--- config.mk ---
export PLATFORM = sky130hd
export DESIGN_NAME = mrp_attribute_state_table
export DESIGN_NICKNAME = d
export VERILOG_FILES = /design/src/rtl/core/mrpast_pkg.sv /design/src/rtl/core/mrpast_mem.sv /design/src/rtl/core/mrpast_rules.sv /design/src/rtl/core/mrp_attribute_state_table.sv
export SDC_FILE = /design/constraint.sdc
export NUM_CORES = 2
export LEC_CHECK = 0
export BUFFER_PORTS_ARGS = -buffer_cell sky130_fd_sc_hd__buf_2
export CAP_MARGIN = 10
export CORE_UTILIZATION = 45
export CTS_BUF_LIST = sky130_fd_sc_hd__clkbuf_2 sky130_fd_sc_hd__clkbuf_4 sky130_fd_sc_hd__clkbuf_8
export CTS_CLUSTER_SIZE = 30
export DETAILED_ROUTE_END_ITERATION = 8
export SYNTH_ARGS = -nofsm -noshare
export SYNTH_HDL_FRONTEND = slang
export SYNTH_MEMORY_MAX_BITS = 65536
export SYNTH_SLANG_ARGS = --single-unit
--- constraint.sdc ---
create_clock -name clk -period 8.69 [get_ports clk]
set_input_delay 0.869 -clock clk [delete_from_list [all_inputs] [get_ports clk]]
set_output_delay 0.869 -clock clk [all_outputs]
set_load 0.05 [all_outputs]
--- src/rtl/core/mrpast_pkg.sv ---
package mrpast_pkg;

    localparam int IDX_W    = 6;
    localparam int MODE_W   = 5;
    localparam int TIME_W   = 63;
    localparam int PERIOD_W = 40;
    localparam int DL_W     = 64;
    localparam int APP_W    = 4;
    localparam int RG_W     = 2;
    localparam int NT_W     = 2;
    localparam int SD_W     = 3;

    localparam int NUM_ATTRIBUTES_DEFAULT = 64;
    localparam logic [PERIOD_W-1:0] LEAVE_PERIOD_RESET = 40'd1000000000;

    // Events carried in the mode field.
    localparam logic [MODE_W-1:0] EV_BEGIN     = 5'd0;
    localparam logic [MODE_W-1:0] EV_NEW       = 5'd1;
    localparam logic [MODE_W-1:0] EV_JOIN      = 5'd2;
    localparam logic [MODE_W-1:0] EV_LV        = 5'd3;
    localparam logic [MODE_W-1:0] EV_RX_NEW    = 5'd4;
    localparam logic [MODE_W-1:0] EV_RX_JOININ = 5'd5;
    localparam logic [MODE_W-1:0] EV_RX_IN     = 5'd6;
    localparam logic [MODE_W-1:0] EV_RX_JOINMT = 5'd7;
    localparam logic [MODE_W-1:0] EV_RX_MT     = 5'd8;
    localparam logic [MODE_W-1:0] EV_RX_LV     = 5'd9;
    localparam logic [MODE_W-1:0] EV_RX_LVA    = 5'd10;
    localparam logic [MODE_W-1:0] EV_TX        = 5'd11;
    localparam logic [MODE_W-1:0] EV_TX_LVA    = 5'd12;
    localparam logic [MODE_W-1:0] EV_REDECLARE = 5'd13;
    localparam logic [MODE_W-1:0] EV_PERIODIC  = 5'd14;
    localparam logic [MODE_W-1:0] EV_FLUSH     = 5'd15;
    localparam logic [MODE_W-1:0] EV_TIMER     = 5'd16;

    // Applicant states.
    localparam logic [APP_W-1:0] AP_VO = 4'd0;
    localparam logic [APP_W-1:0] AP_VP = 4'd1;
    localparam logic [APP_W-1:0] AP_VN = 4'd2;
    localparam logic [APP_W-1:0] AP_AN = 4'd3;
    localparam logic [APP_W-1:0] AP_AA = 4'd4;
    localparam logic [APP_W-1:0] AP_QA = 4'd5;
    localparam logic [APP_W-1:0] AP_LA = 4'd6;
    localparam logic [APP_W-1:0] AP_AO = 4'd7;
    localparam logic [APP_W-1:0] AP_QO = 4'd8;
    localparam logic [APP_W-1:0] AP_AP = 4'd9;
    localparam logic [APP_W-1:0] AP_QP = 4'd10;
    localparam logic [APP_W-1:0] AP_LO = 4'd11;

    // Registrar states.
    localparam logic [RG_W-1:0] RG_MT = 2'd0;
    localparam logic [RG_W-1:0] RG_IN = 2'd1;
    localparam logic [RG_W-1:0] RG_LV = 2'd2;

    // Notify codes.
    localparam logic [NT_W-1:0] NT_NONE  = 2'd0;
    localparam logic [NT_W-1:0] NT_NEW   = 2'd1;
    localparam logic [NT_W-1:0] NT_JOIN  = 2'd2;
    localparam logic [NT_W-1:0] NT_LEAVE = 2'd3;

    // Send codes.
    localparam logic [SD_W-1:0] SD_NONE   = 3'd0;
    localparam logic [SD_W-1:0] SD_NEW    = 3'd1;
    localparam logic [SD_W-1:0] SD_JOININ = 3'd2;
    localparam logic [SD_W-1:0] SD_IN     = 3'd3;
    localparam logic [SD_W-1:0] SD_JOINMT = 3'd4;
    localparam logic [SD_W-1:0] SD_MT     = 3'd5;
    localparam logic [SD_W-1:0] SD_LV     = 3'd6;

    // One attribute entry as held in the table memory.
    typedef struct packed {
        logic [APP_W-1:0] app;
        logic [RG_W-1:0]  rg;
        logic [DL_W-1:0]  deadline;
        logic             joined;
        logic [SD_W-1:0]  pend;
    } entry_t;

    localparam entry_t ENTRY_RESET = '{
        app:      AP_VO,
        rg:       RG_MT,
        deadline: '0,
        joined:   1'b0,
        pend:     SD_NONE
    };

    // Result fields produced by the transition logic.
    typedef struct packed {
        logic [APP_W-1:0] app;
        logic [RG_W-1:0]  rg;
        logic [NT_W-1:0]  notify;
        logic [SD_W-1:0]  send;
        logic             stored;
        logic             timer_running;
    } result_t;

endpackage

--- src/rtl/core/mrpast_mem.sv ---
module mrpast_mem
    import mrpast_pkg::*;
#(
    parameter int DEPTH  = NUM_ATTRIBUTES_DEFAULT,
    parameter int ADDR_W = 6
)
(
    input  logic              clk,
    input  logic              rd_en,
    input  logic [ADDR_W-1:0] rd_addr,
    output entry_t            rd_data,
    input  logic              wr_en,
    input  logic [ADDR_W-1:0] wr_addr,
    input  entry_t            wr_data
);

    entry_t mem [DEPTH];
    entry_t rd_data_reg;

    always_ff @(posedge clk)
    begin
        if (wr_en)
        begin
            mem[wr_addr] <= wr_data;
        end
    end

    always_ff @(posedge clk)
    begin
        if (rd_en)
        begin
            rd_data_reg <= mem[rd_addr];
        end
    end

    assign rd_data = rd_data_reg;

endmodule

--- src/rtl/core/mrpast_rules.sv ---
module mrpast_rules
    import mrpast_pkg::*;
(
    input  entry_t              cur,
    input  logic [MODE_W-1:0]   mode,
    input  logic [TIME_W-1:0]   now,
    input  logic [PERIOD_W-1:0] period,
    output entry_t              nxt,
    output result_t             res
);

    logic [DL_W-1:0]  deadline_sum;
    logic             deadline_passed;

    assign deadline_sum    = {1'b0, now} + {{(DL_W-PERIOD_W){1'b0}}, period};
    assign deadline_passed = {1'b0, now} > cur.deadline;

    always_comb
    begin
        logic             run;
        logic             rin;
        logic [DL_W-1:0]  dl;
        logic             jn;
        logic [RG_W-1:0]  rg;
        logic [APP_W-1:0] s;
        logic [NT_W-1:0]  nt;
        logic [SD_W-1:0]  sd;
        logic [SD_W-1:0]  pend;
        logic             stored;

        run    = 1'b1;
        rin    = 1'b0;
        dl     = cur.deadline;
        jn     = cur.joined;
        rg     = cur.rg;
        s      = cur.app;
        nt     = NT_NONE;
        sd     = SD_NONE;
        pend   = cur.pend;
        stored = 1'b0;

        if (mode > EV_TIMER)
        begin
            run = 1'b0;
        end
        else if (mode == EV_TIMER)
        begin
            if (dl != '0 && deadline_passed)
            begin
                dl = '0;
            end
            else
            begin
                run = 1'b0;
            end
        end
        else if (mode == EV_BEGIN)
        begin
            dl = '0;
        end
        else if (mode == EV_NEW || mode == EV_JOIN)
        begin
            jn = 1'b1;
        end

        if (run)
        begin
            // Registrar first; the applicant sees the updated registrar state.
            case (mode)
                EV_BEGIN:
                begin
                    rg = RG_MT;
                end
                EV_RX_NEW:
                begin
                    nt = NT_NEW;
                    if (rg == RG_LV)
                    begin
                        dl = '0;
                    end
                    rg = RG_IN;
                end
                EV_RX_JOININ, EV_RX_JOINMT:
                begin
                    if (rg == RG_LV)
                    begin
                        dl = '0;
                    end
                    else if (rg == RG_MT)
                    begin
                        nt = NT_JOIN;
                    end
                    rg = RG_IN;
                end
                EV_RX_LV, EV_RX_LVA, EV_TX_LVA, EV_REDECLARE:
                begin
                    if (rg == RG_IN)
                    begin
                        dl = deadline_sum;
                        rg = RG_LV;
                    end
                end
                EV_FLUSH:
                begin
                    if (rg == RG_LV)
                    begin
                        nt = NT_LEAVE;
                    end
                    rg = RG_MT;
                end
                EV_TIMER:
                begin
                    if (rg == RG_LV)
                    begin
                        nt = NT_LEAVE;
                        rg = RG_MT;
                    end
                end
                default:
                begin
                end
            endcase

            rin = (rg == RG_IN);

            case (mode)
                EV_BEGIN:
                begin
                    s = AP_VO;
                end
                EV_NEW:
                begin
                    if (s != AP_VN && s != AP_AN)
                    begin
                        s = AP_VN;
                    end
                end
                EV_JOIN:
                begin
                    if (s == AP_VO || s == AP_LO)      s = AP_VP;
                    else if (s == AP_LA)               s = AP_AA;
                    else if (s == AP_AO)               s = AP_AP;
                    else if (s == AP_QO)               s = AP_QP;
                end
                EV_LV:
                begin
                    if (s == AP_VP)                    s = AP_VO;
                    else if (s == AP_VN || s == AP_AN || s == AP_AA || s == AP_QA)
                                                       s = AP_LA;
                    else if (s == AP_AP)               s = AP_AO;
                    else if (s == AP_QP)               s = AP_QO;
                end
                EV_RX_JOININ, EV_RX_IN:
                begin
                    if (mode == EV_RX_JOININ)
                    begin
                        if (s == AP_VO)                s = AP_AO;
                        else if (s == AP_VP)           s = AP_AP;
                        else if (s == AP_AA)           s = AP_QA;
                        else if (s == AP_AO)           s = AP_QO;
                        else if (s == AP_AP)           s = AP_QP;
                    end
                    if (s == AP_AA)                    s = AP_QA;
                end
                EV_RX_JOINMT, EV_RX_MT:
                begin
                    if (s == AP_QA)                    s = AP_AA;
                    else if (s == AP_QO)               s = AP_AO;
                    else if (s == AP_QP)               s = AP_AP;
                    else if (s == AP_LO)               s = AP_VO;
                end
                EV_RX_LV, EV_RX_LVA, EV_REDECLARE:
                begin
                    if (s == AP_VO || s == AP_AO || s == AP_QO)
                                                       s = AP_LO;
                    else if (s == AP_AN)               s = AP_VN;
                    else if (s == AP_AA || s == AP_QA || s == AP_AP || s == AP_QP)
                                                       s = AP_VP;
                end
                EV_PERIODIC:
                begin
                    if (s == AP_QA)                    s = AP_AA;
                    else if (s == AP_QP)               s = AP_AP;
                end
                EV_TX:
                begin
                    if (s == AP_VP || s == AP_AA || s == AP_AP)
                                                       sd = rin ? SD_JOININ : SD_JOINMT;
                    else if (s == AP_VN || s == AP_AN) sd = SD_NEW;
                    else if (s == AP_LA)               sd = SD_LV;
                    else if (s == AP_LO)               sd = rin ? SD_IN : SD_MT;

                    if (s == AP_VP)                    s = AP_AA;
                    else if (s == AP_VN)               s = AP_AN;
                    else if (s == AP_AN)               s = rin ? AP_QA : AP_AA;
                    else if (s == AP_AA || s == AP_AP) s = AP_QA;
                    else if (s == AP_LA || s == AP_LO) s = AP_VO;
                end
                EV_TX_LVA:
                begin
                    if (s == AP_VP)                    sd = rin ? SD_IN : SD_MT;
                    else if (s == AP_VN || s == AP_AN) sd = SD_NEW;
                    else if (s == AP_AA || s == AP_QA || s == AP_AP || s == AP_QP)
                                                       sd = rin ? SD_JOININ : SD_JOINMT;

                    if (s == AP_VO || s == AP_LA || s == AP_AO || s == AP_QO)
                                                       s = AP_LO;
                    else if (s == AP_VP)               s = AP_AA;
                    else if (s == AP_VN)               s = AP_AN;
                    else if (s == AP_AN || s == AP_AA || s == AP_AP || s == AP_QP)
                                                       s = AP_QA;
                end
                default:
                begin
                end
            endcase

            if (jn)
            begin
                pend   = sd;
                stored = 1'b1;
            end
            if (mode == EV_LV)
            begin
                jn = 1'b0;
            end
        end

        nxt.app      = s;
        nxt.rg       = rg;
        nxt.deadline = dl;
        nxt.joined   = jn;
        nxt.pend     = pend;

        res.app           = s;
        res.rg            = rg;
        res.notify        = nt;
        res.send          = sd;
        res.stored        = stored;
        res.timer_running = (dl != '0);
    end

endmodule

--- src/rtl/core/mrp_attribute_state_table.sv ---
// MRP attribute state table: applicant and registrar state per attribute.
// Input channel (in_valid/in_ready): one event per item, naming the
// attribute, the event code in mode and the current time in nanoseconds.
// Output channel (out_valid/out_ready): one result item per event, with the
// new applicant and registrar states, notify and send codes, whether the
// send was kept as pending, and whether the leave timer is armed.
// Configuration channel (cfg_valid/cfg_ready): writes the leave period;
// always ready. The user writes it only while no event is in flight; the
// block itself does not enforce this. The table read is registered; the
// result then enters the output register once that register is free.
// One event is in the block at a time: the synchronous table read, then
// the update and write-back to the same entry, before the next is taken.
// After reset the table is swept to its reset values, one entry per cycle,
// until all NUM_ATTRIBUTES entries are written; in_ready stays low then.
// When the receiver stalls, the result holds in the output register, the
// next event may be accepted and read, and its write-back waits until the
// output register is free.
module mrp_attribute_state_table
    import mrpast_pkg::*;
#(
    parameter int NUM_ATTRIBUTES = NUM_ATTRIBUTES_DEFAULT
)
(
    input  logic                clk,
    input  logic                rst_n,

    input  logic                cfg_valid,
    output logic                cfg_ready,
    input  logic [PERIOD_W-1:0] leave_period_ns,

    input  logic                in_valid,
    output logic                in_ready,
    input  logic [IDX_W-1:0]    attribute_index,
    input  logic [MODE_W-1:0]   mode,
    input  logic [TIME_W-1:0]   time_now_ns,

    output logic                out_valid,
    input  logic                out_ready,
    output logic [IDX_W-1:0]    entry_index,
    output logic [APP_W-1:0]    applicant_state_out,
    output logic [RG_W-1:0]     registrar_state_out,
    output logic [NT_W-1:0]     notify_code,
    output logic [SD_W-1:0]     send_code,
    output logic                send_stored,
    output logic                leave_timer_running
);

    localparam int ADDR_W = (NUM_ATTRIBUTES > 1) ? $clog2(NUM_ATTRIBUTES) : 1;
    localparam logic [ADDR_W-1:0] LAST_ADDR = ADDR_W'(NUM_ATTRIBUTES - 1);

    localparam logic [1:0] S_CLEAR = 2'd0;
    localparam logic [1:0] S_IDLE  = 2'd1;
    localparam logic [1:0] S_BUSY  = 2'd2;

    logic [1:0]          state_reg, state_next;
    logic [ADDR_W-1:0]   clr_cnt_reg, clr_cnt_next;
    logic [PERIOD_W-1:0] period_reg, period_next;

    logic [IDX_W-1:0]    idx_reg;
    logic [MODE_W-1:0]   mode_reg;
    logic [TIME_W-1:0]   now_reg;
    logic                in_range_reg;

    logic                out_valid_reg, out_valid_next;
    result_t             out_res_reg;
    logic [IDX_W-1:0]    out_idx_reg;

    logic                in_accept;
    logic                out_free;
    logic                commit;
    logic                in_range;

    logic                mem_wr_en;
    logic [ADDR_W-1:0]   mem_wr_addr;
    entry_t              mem_wr_data;
    entry_t              mem_rd_data;

    entry_t              entry_nxt;
    result_t             rule_res;

    assign cfg_ready = 1'b1;
    assign in_ready  = (state_reg == S_IDLE);
    assign in_accept = in_valid && in_ready;
    assign out_free  = !out_valid_reg || out_ready;
    assign commit    = (state_reg == S_BUSY) && out_free;
    assign in_range  = 32'(attribute_index) < 32'(NUM_ATTRIBUTES);

    mrpast_mem #(
        .DEPTH  (NUM_ATTRIBUTES),
        .ADDR_W (ADDR_W)
    ) u_mem (
        .clk     (clk),
        .rd_en   (in_accept),
        .rd_addr (ADDR_W'(attribute_index)),
        .rd_data (mem_rd_data),
        .wr_en   (mem_wr_en),
        .wr_addr (mem_wr_addr),
        .wr_data (mem_wr_data)
    );

    mrpast_rules u_rules (
        .cur    (mem_rd_data),
        .mode   (mode_reg),
        .now    (now_reg),
        .period (period_reg),
        .nxt    (entry_nxt),
        .res    (rule_res)
    );

    always_comb
    begin
        mem_wr_en   = 1'b0;
        mem_wr_addr = ADDR_W'(idx_reg);
        mem_wr_data = entry_nxt;
        if (state_reg == S_CLEAR)
        begin
            mem_wr_en   = 1'b1;
            mem_wr_addr = clr_cnt_reg;
            mem_wr_data = ENTRY_RESET;
        end
        else if (commit && in_range_reg)
        begin
            mem_wr_en = 1'b1;
        end
    end

    always_comb
    begin
        state_next   = state_reg;
        clr_cnt_next = clr_cnt_reg;
        case (state_reg)
            S_CLEAR:
            begin
                clr_cnt_next = clr_cnt_reg + 1'b1;
                if (clr_cnt_reg == LAST_ADDR)
                begin
                    state_next = S_IDLE;
                end
            end
            S_IDLE:
            begin
                if (in_accept)
                begin
                    state_next = S_BUSY;
                end
            end
            S_BUSY:
            begin
                if (commit)
                begin
                    state_next = S_IDLE;
                end
            end
            default:
            begin
                state_next = S_IDLE;
            end
        endcase
    end

    assign period_next    = (cfg_valid && cfg_ready) ? leave_period_ns : period_reg;
    assign out_valid_next = commit ? 1'b1 : (out_ready ? 1'b0 : out_valid_reg);

    always_ff @(posedge clk or negedge rst_n)
    begin
        if (!rst_n)
        begin
            state_reg     <= S_CLEAR;
            clr_cnt_reg   <= '0;
            period_reg    <= LEAVE_PERIOD_RESET;
            out_valid_reg <= 1'b0;
        end
        else
        begin
            state_reg     <= state_next;
            clr_cnt_reg   <= clr_cnt_next;
            period_reg    <= period_next;
            out_valid_reg <= out_valid_next;
        end
    end

    always_ff @(posedge clk)
    begin
        if (in_accept)
        begin
            idx_reg      <= attribute_index;
            mode_reg     <= mode;
            now_reg      <= time_now_ns;
            in_range_reg <= in_range;
        end
        if (commit)
        begin
            out_idx_reg <= idx_reg;
            // An index beyond the table reports zeros in every other field.
            out_res_reg <= in_range_reg ? rule_res : '0;
        end
    end

    assign out_valid           = out_valid_reg;
    assign entry_index         = out_idx_reg;
    assign applicant_state_out = out_res_reg.app;
    assign registrar_state_out = out_res_reg.rg;
    assign notify_code         = out_res_reg.notify;
    assign send_code           = out_res_reg.send;
    assign send_stored         = out_res_reg.stored;
    assign leave_timer_running = out_res_reg.timer_running;

endmodule

==> impl_metrics.csv <==
group,metric,value,unit
status,outcome,"finished clean",
layout,largest_reg_flops,4544,
critical_path,crit_chain,"or3b_4 > a211oi_4 > buf_4 > nor2b_1 > nand4b_1 > or4_1 > nand2_4 > o2bb2ai_1 > or4_1 > nor4_1 > nand4_1 > or4_1 > or4_1",
clock_network,cts.sinks,4757,
critical_path,crit_family,"simple AND/OR/NAND/NOR gates",
critical_path,crit_path_start_kind,"flop",
timing,worst_slew_pin_slew,1.36,ns
logic_synthesis,ys_ff_latch,4757,
placement,place_ws,3.23,ns
worst_hold_path,hp-class,"input port to flop",
logic_synthesis,synth-edff-count,4708,
run,drv_cap,0,
timing,rsz0062_at_grt,"false",
placement,placed_cells,13500,
critical_path,critPathRequiredTime,9.67,ns
layout,fin_area,0.212,mm²
timing,fmax,182,MHz
layout,final_nets,9111,
route,ant_nets,0,
logic_synthesis,netlist_area,0.186,mm²
global_routing,grt_pass1_vias,95000,
clock_network,cts_resized,0,
layout,layout-drive-gt1-share,34.7,%
critical_path,crit_path_frequent_cell,"or4_1",
logic_synthesis,synthDistinctLibCells,84,
placement,place.gp.congestion,0.942,
logic_synthesis,synth.area.top_cells,"edfxtp_1 (76%), mux4_2 (18%), ha_1 (0.70%)",
placement,placed_area,0.196,mm²
placement,dpl.hpwl,314,mm
pwr,p_per_area,267,mW/mm²
logic_synthesis,synth-compound-area-share,1.49,%
die,core,0.411,mm²
die,ios,141,
critical_path,path_buf_inv,1,
clock_network,holdBufCountCts,110,
clock_network,clockBufferDepth,4,
global_routing,gr-usage-all-layers,27.1,%
layout,final_common_cell,"edfxtp_1",
clock_network,cts_made_buffers,752,
clock_network,clk-insertion-delay-late,1.28,ns
global_routing,grt_pass1_wl,777,mm
logic_synthesis,yosysWarnings,0,
timing,final_max_slew_viol_count,0,
timing,period_share,63.2,%
pwr,p_leak,67.3,nW
logic_synthesis,yosys.area_share.simple,1.57,%
die,die_y,645,µm
clock_network,root_buffer,"clkbuf_8",
logic_synthesis,synth_top_area_share,76.0,%
global_routing,grt.overflow.total,0,
timing,setup_tns,0,ns
logic_synthesis,synth_largest_area_cell,"edfxtp_1",
critical_path,cp_max_fo,53,
die,fp-row-count,235,
timing,skew,0.0929,ns
logic_synthesis,syn_avg_cell_area,23.3,µm²
logic_synthesis,synth_top_family_by_area,"multiplexers",
route,wl_per_cell,38.0,µm
route,avgViaCountPerCell,6.31,
logic_synthesis,syn_inst,7984,
timing,fin_crit,5.49,ns
route,vias,94800,
timing,slew_headroom,8.97,%
timing,finalHoldViolCount,0,
route,drtPass1Iterations,6,
logic_synthesis,syn_nets,8208,
critical_path,cp-end-kind,"flop",
logic_synthesis,synthXorXnorAreaFrac,0.259,%
logic_synthesis,synth-async-reset-ratio,1.03,%
logic_synthesis,synthMuxAreaShare,18.3,%
layout,stdcell_count,15000,
critical_path,worst_path_largest_cell_delay,0.75,ns
clock_network,cts_tree,"built",
clock_network,htree_levels,6,
timing,worst_slack,3.20,ns
route,drc,0,
critical_path,crit_slowest_cell,"edfxtp_1",
route,postRouteWirelength,570,mm
clock_network,cts.clk_slew.worst_paths,0.07,ns
critical_path,critPathKind,"flop to flop",
clock_network,postCtsSetupBuffers,0,
die,dieArea,0.416,mm²
route,drtIter0Drc,12100,
timing,setup_violations,0,
die,start_util,45.3,%
logic_synthesis,synth_flop_cell,"edfxtp_1",
layout,syn_to_final_growth,14.0,%
global_routing,grt_max_degree,142,
global_routing,antenna_found_initial,76,
pwr,ir_worst_vdd,0.000333,V
die,die_x,645,µm
logic_synthesis,synth_seq_area_share,76.6,%
placement,portBuffers,139,
pwr,p_total,56.7,mW
logic_synthesis,synthAdderAreaFrac,0.710,%
critical_path,worstPathArrival,6.47,ns
layout,final_cell_mix,"edfxtp_1 (4708), mux4_2 (1491), clkbuf_8 (770), buf_4 (252), clkbuf_4 (246)",
-- final timing paths --
check / from / end / slack [ns] / cells past startpoint
max: mode_reg[1] / leave_timer_running / 3.20 / 13
min: leave_period_ns[15] / period_reg[15] / 0.16 / 2
max reg2reg: mode_reg[1] / leave_timer_running / 3.20 / 13
min reg2reg: period_reg[4] / period_reg[4] / 0.52 / 1
max in group asynchronous: rst_n / period_reg[32] / 7.73 / 2
min in group asynchronous: rst_n / clr_cnt_reg[3] / 0.30 / 2
-- power by group --
part | total (mW) | internal [mW] | switching (mW) | leakage [nW]
combinational | 8.27 | 2.10 | 6.17 | 15.9
sequential | 29.5 | 29.1 | 0.396 | 43.5
clock | 18.9 | 9.97 | 8.94 | 7.82
-- layout make-up --
cell class                      count  area, µm²
Sequential cell                  4757     143000
Tap cell                         5451       6820
Antenna cell                       67        168
Multi-Input combinational cell   2744      42600
Inverter                           83        312
Fill cell                       31800     199000
Clock inverter                    342       2410
Timing Repair Buffer              549       4800
Clock buffer                     1015      12400
-- cells in the mapped netlist (36+ instances only) --
master	number
mux2_2	41
nand4_1	41
inv_1	82
buf_1	118
mux4_2	1491
clkbuf_1	276
a21oi_1	146
nor2_1	204
nand2_1	149
nor3_1	39
dfrtp_1	36
o21ai_0	73
edfxtp_1	4708
nand3_1	45
ha_1	104
-- metal layers --
layer / global-route usage, % / part of all wire (%) / vias up / wire length [µm]
li1: - / - / 36400 / -
met1: 36.5 / 38 / 52000 / 218000
met2: 43.9 / 48 / 5158 / 275000
met3: 4.72 / 8.4 / 1134 / 48000
met4: 12.0 / 5.1 / 12 / 28900
met5: 0 / 0.011 / - / 62
-- through the flow --
step | utilization [%] | hold slack (ns)
floorplan | - | 0.450
finish | 51.7 | 0.165
detailed placement | 47.6 | 0.504
global route | 51.6 | 0.0971
CTS | 51.5 | 0.0174
global placement | 47.6 | 0.495
-- kinds of logic (layout without fill, tap and decap cells) --
kind of cell,Yosys count,in the layout
multiplexers,1540,1540
other,1,68
AND/OR/NAND/NOR,615,615
flip-flops,4757,4757
AO/OA/AOI/OAI,428,428
buffers and inverters,483,1989
XOR/XNOR,55,55
adder cells (fa/ha/maj),105,105
No activity file was read; power rests on OpenSTA's default activity.
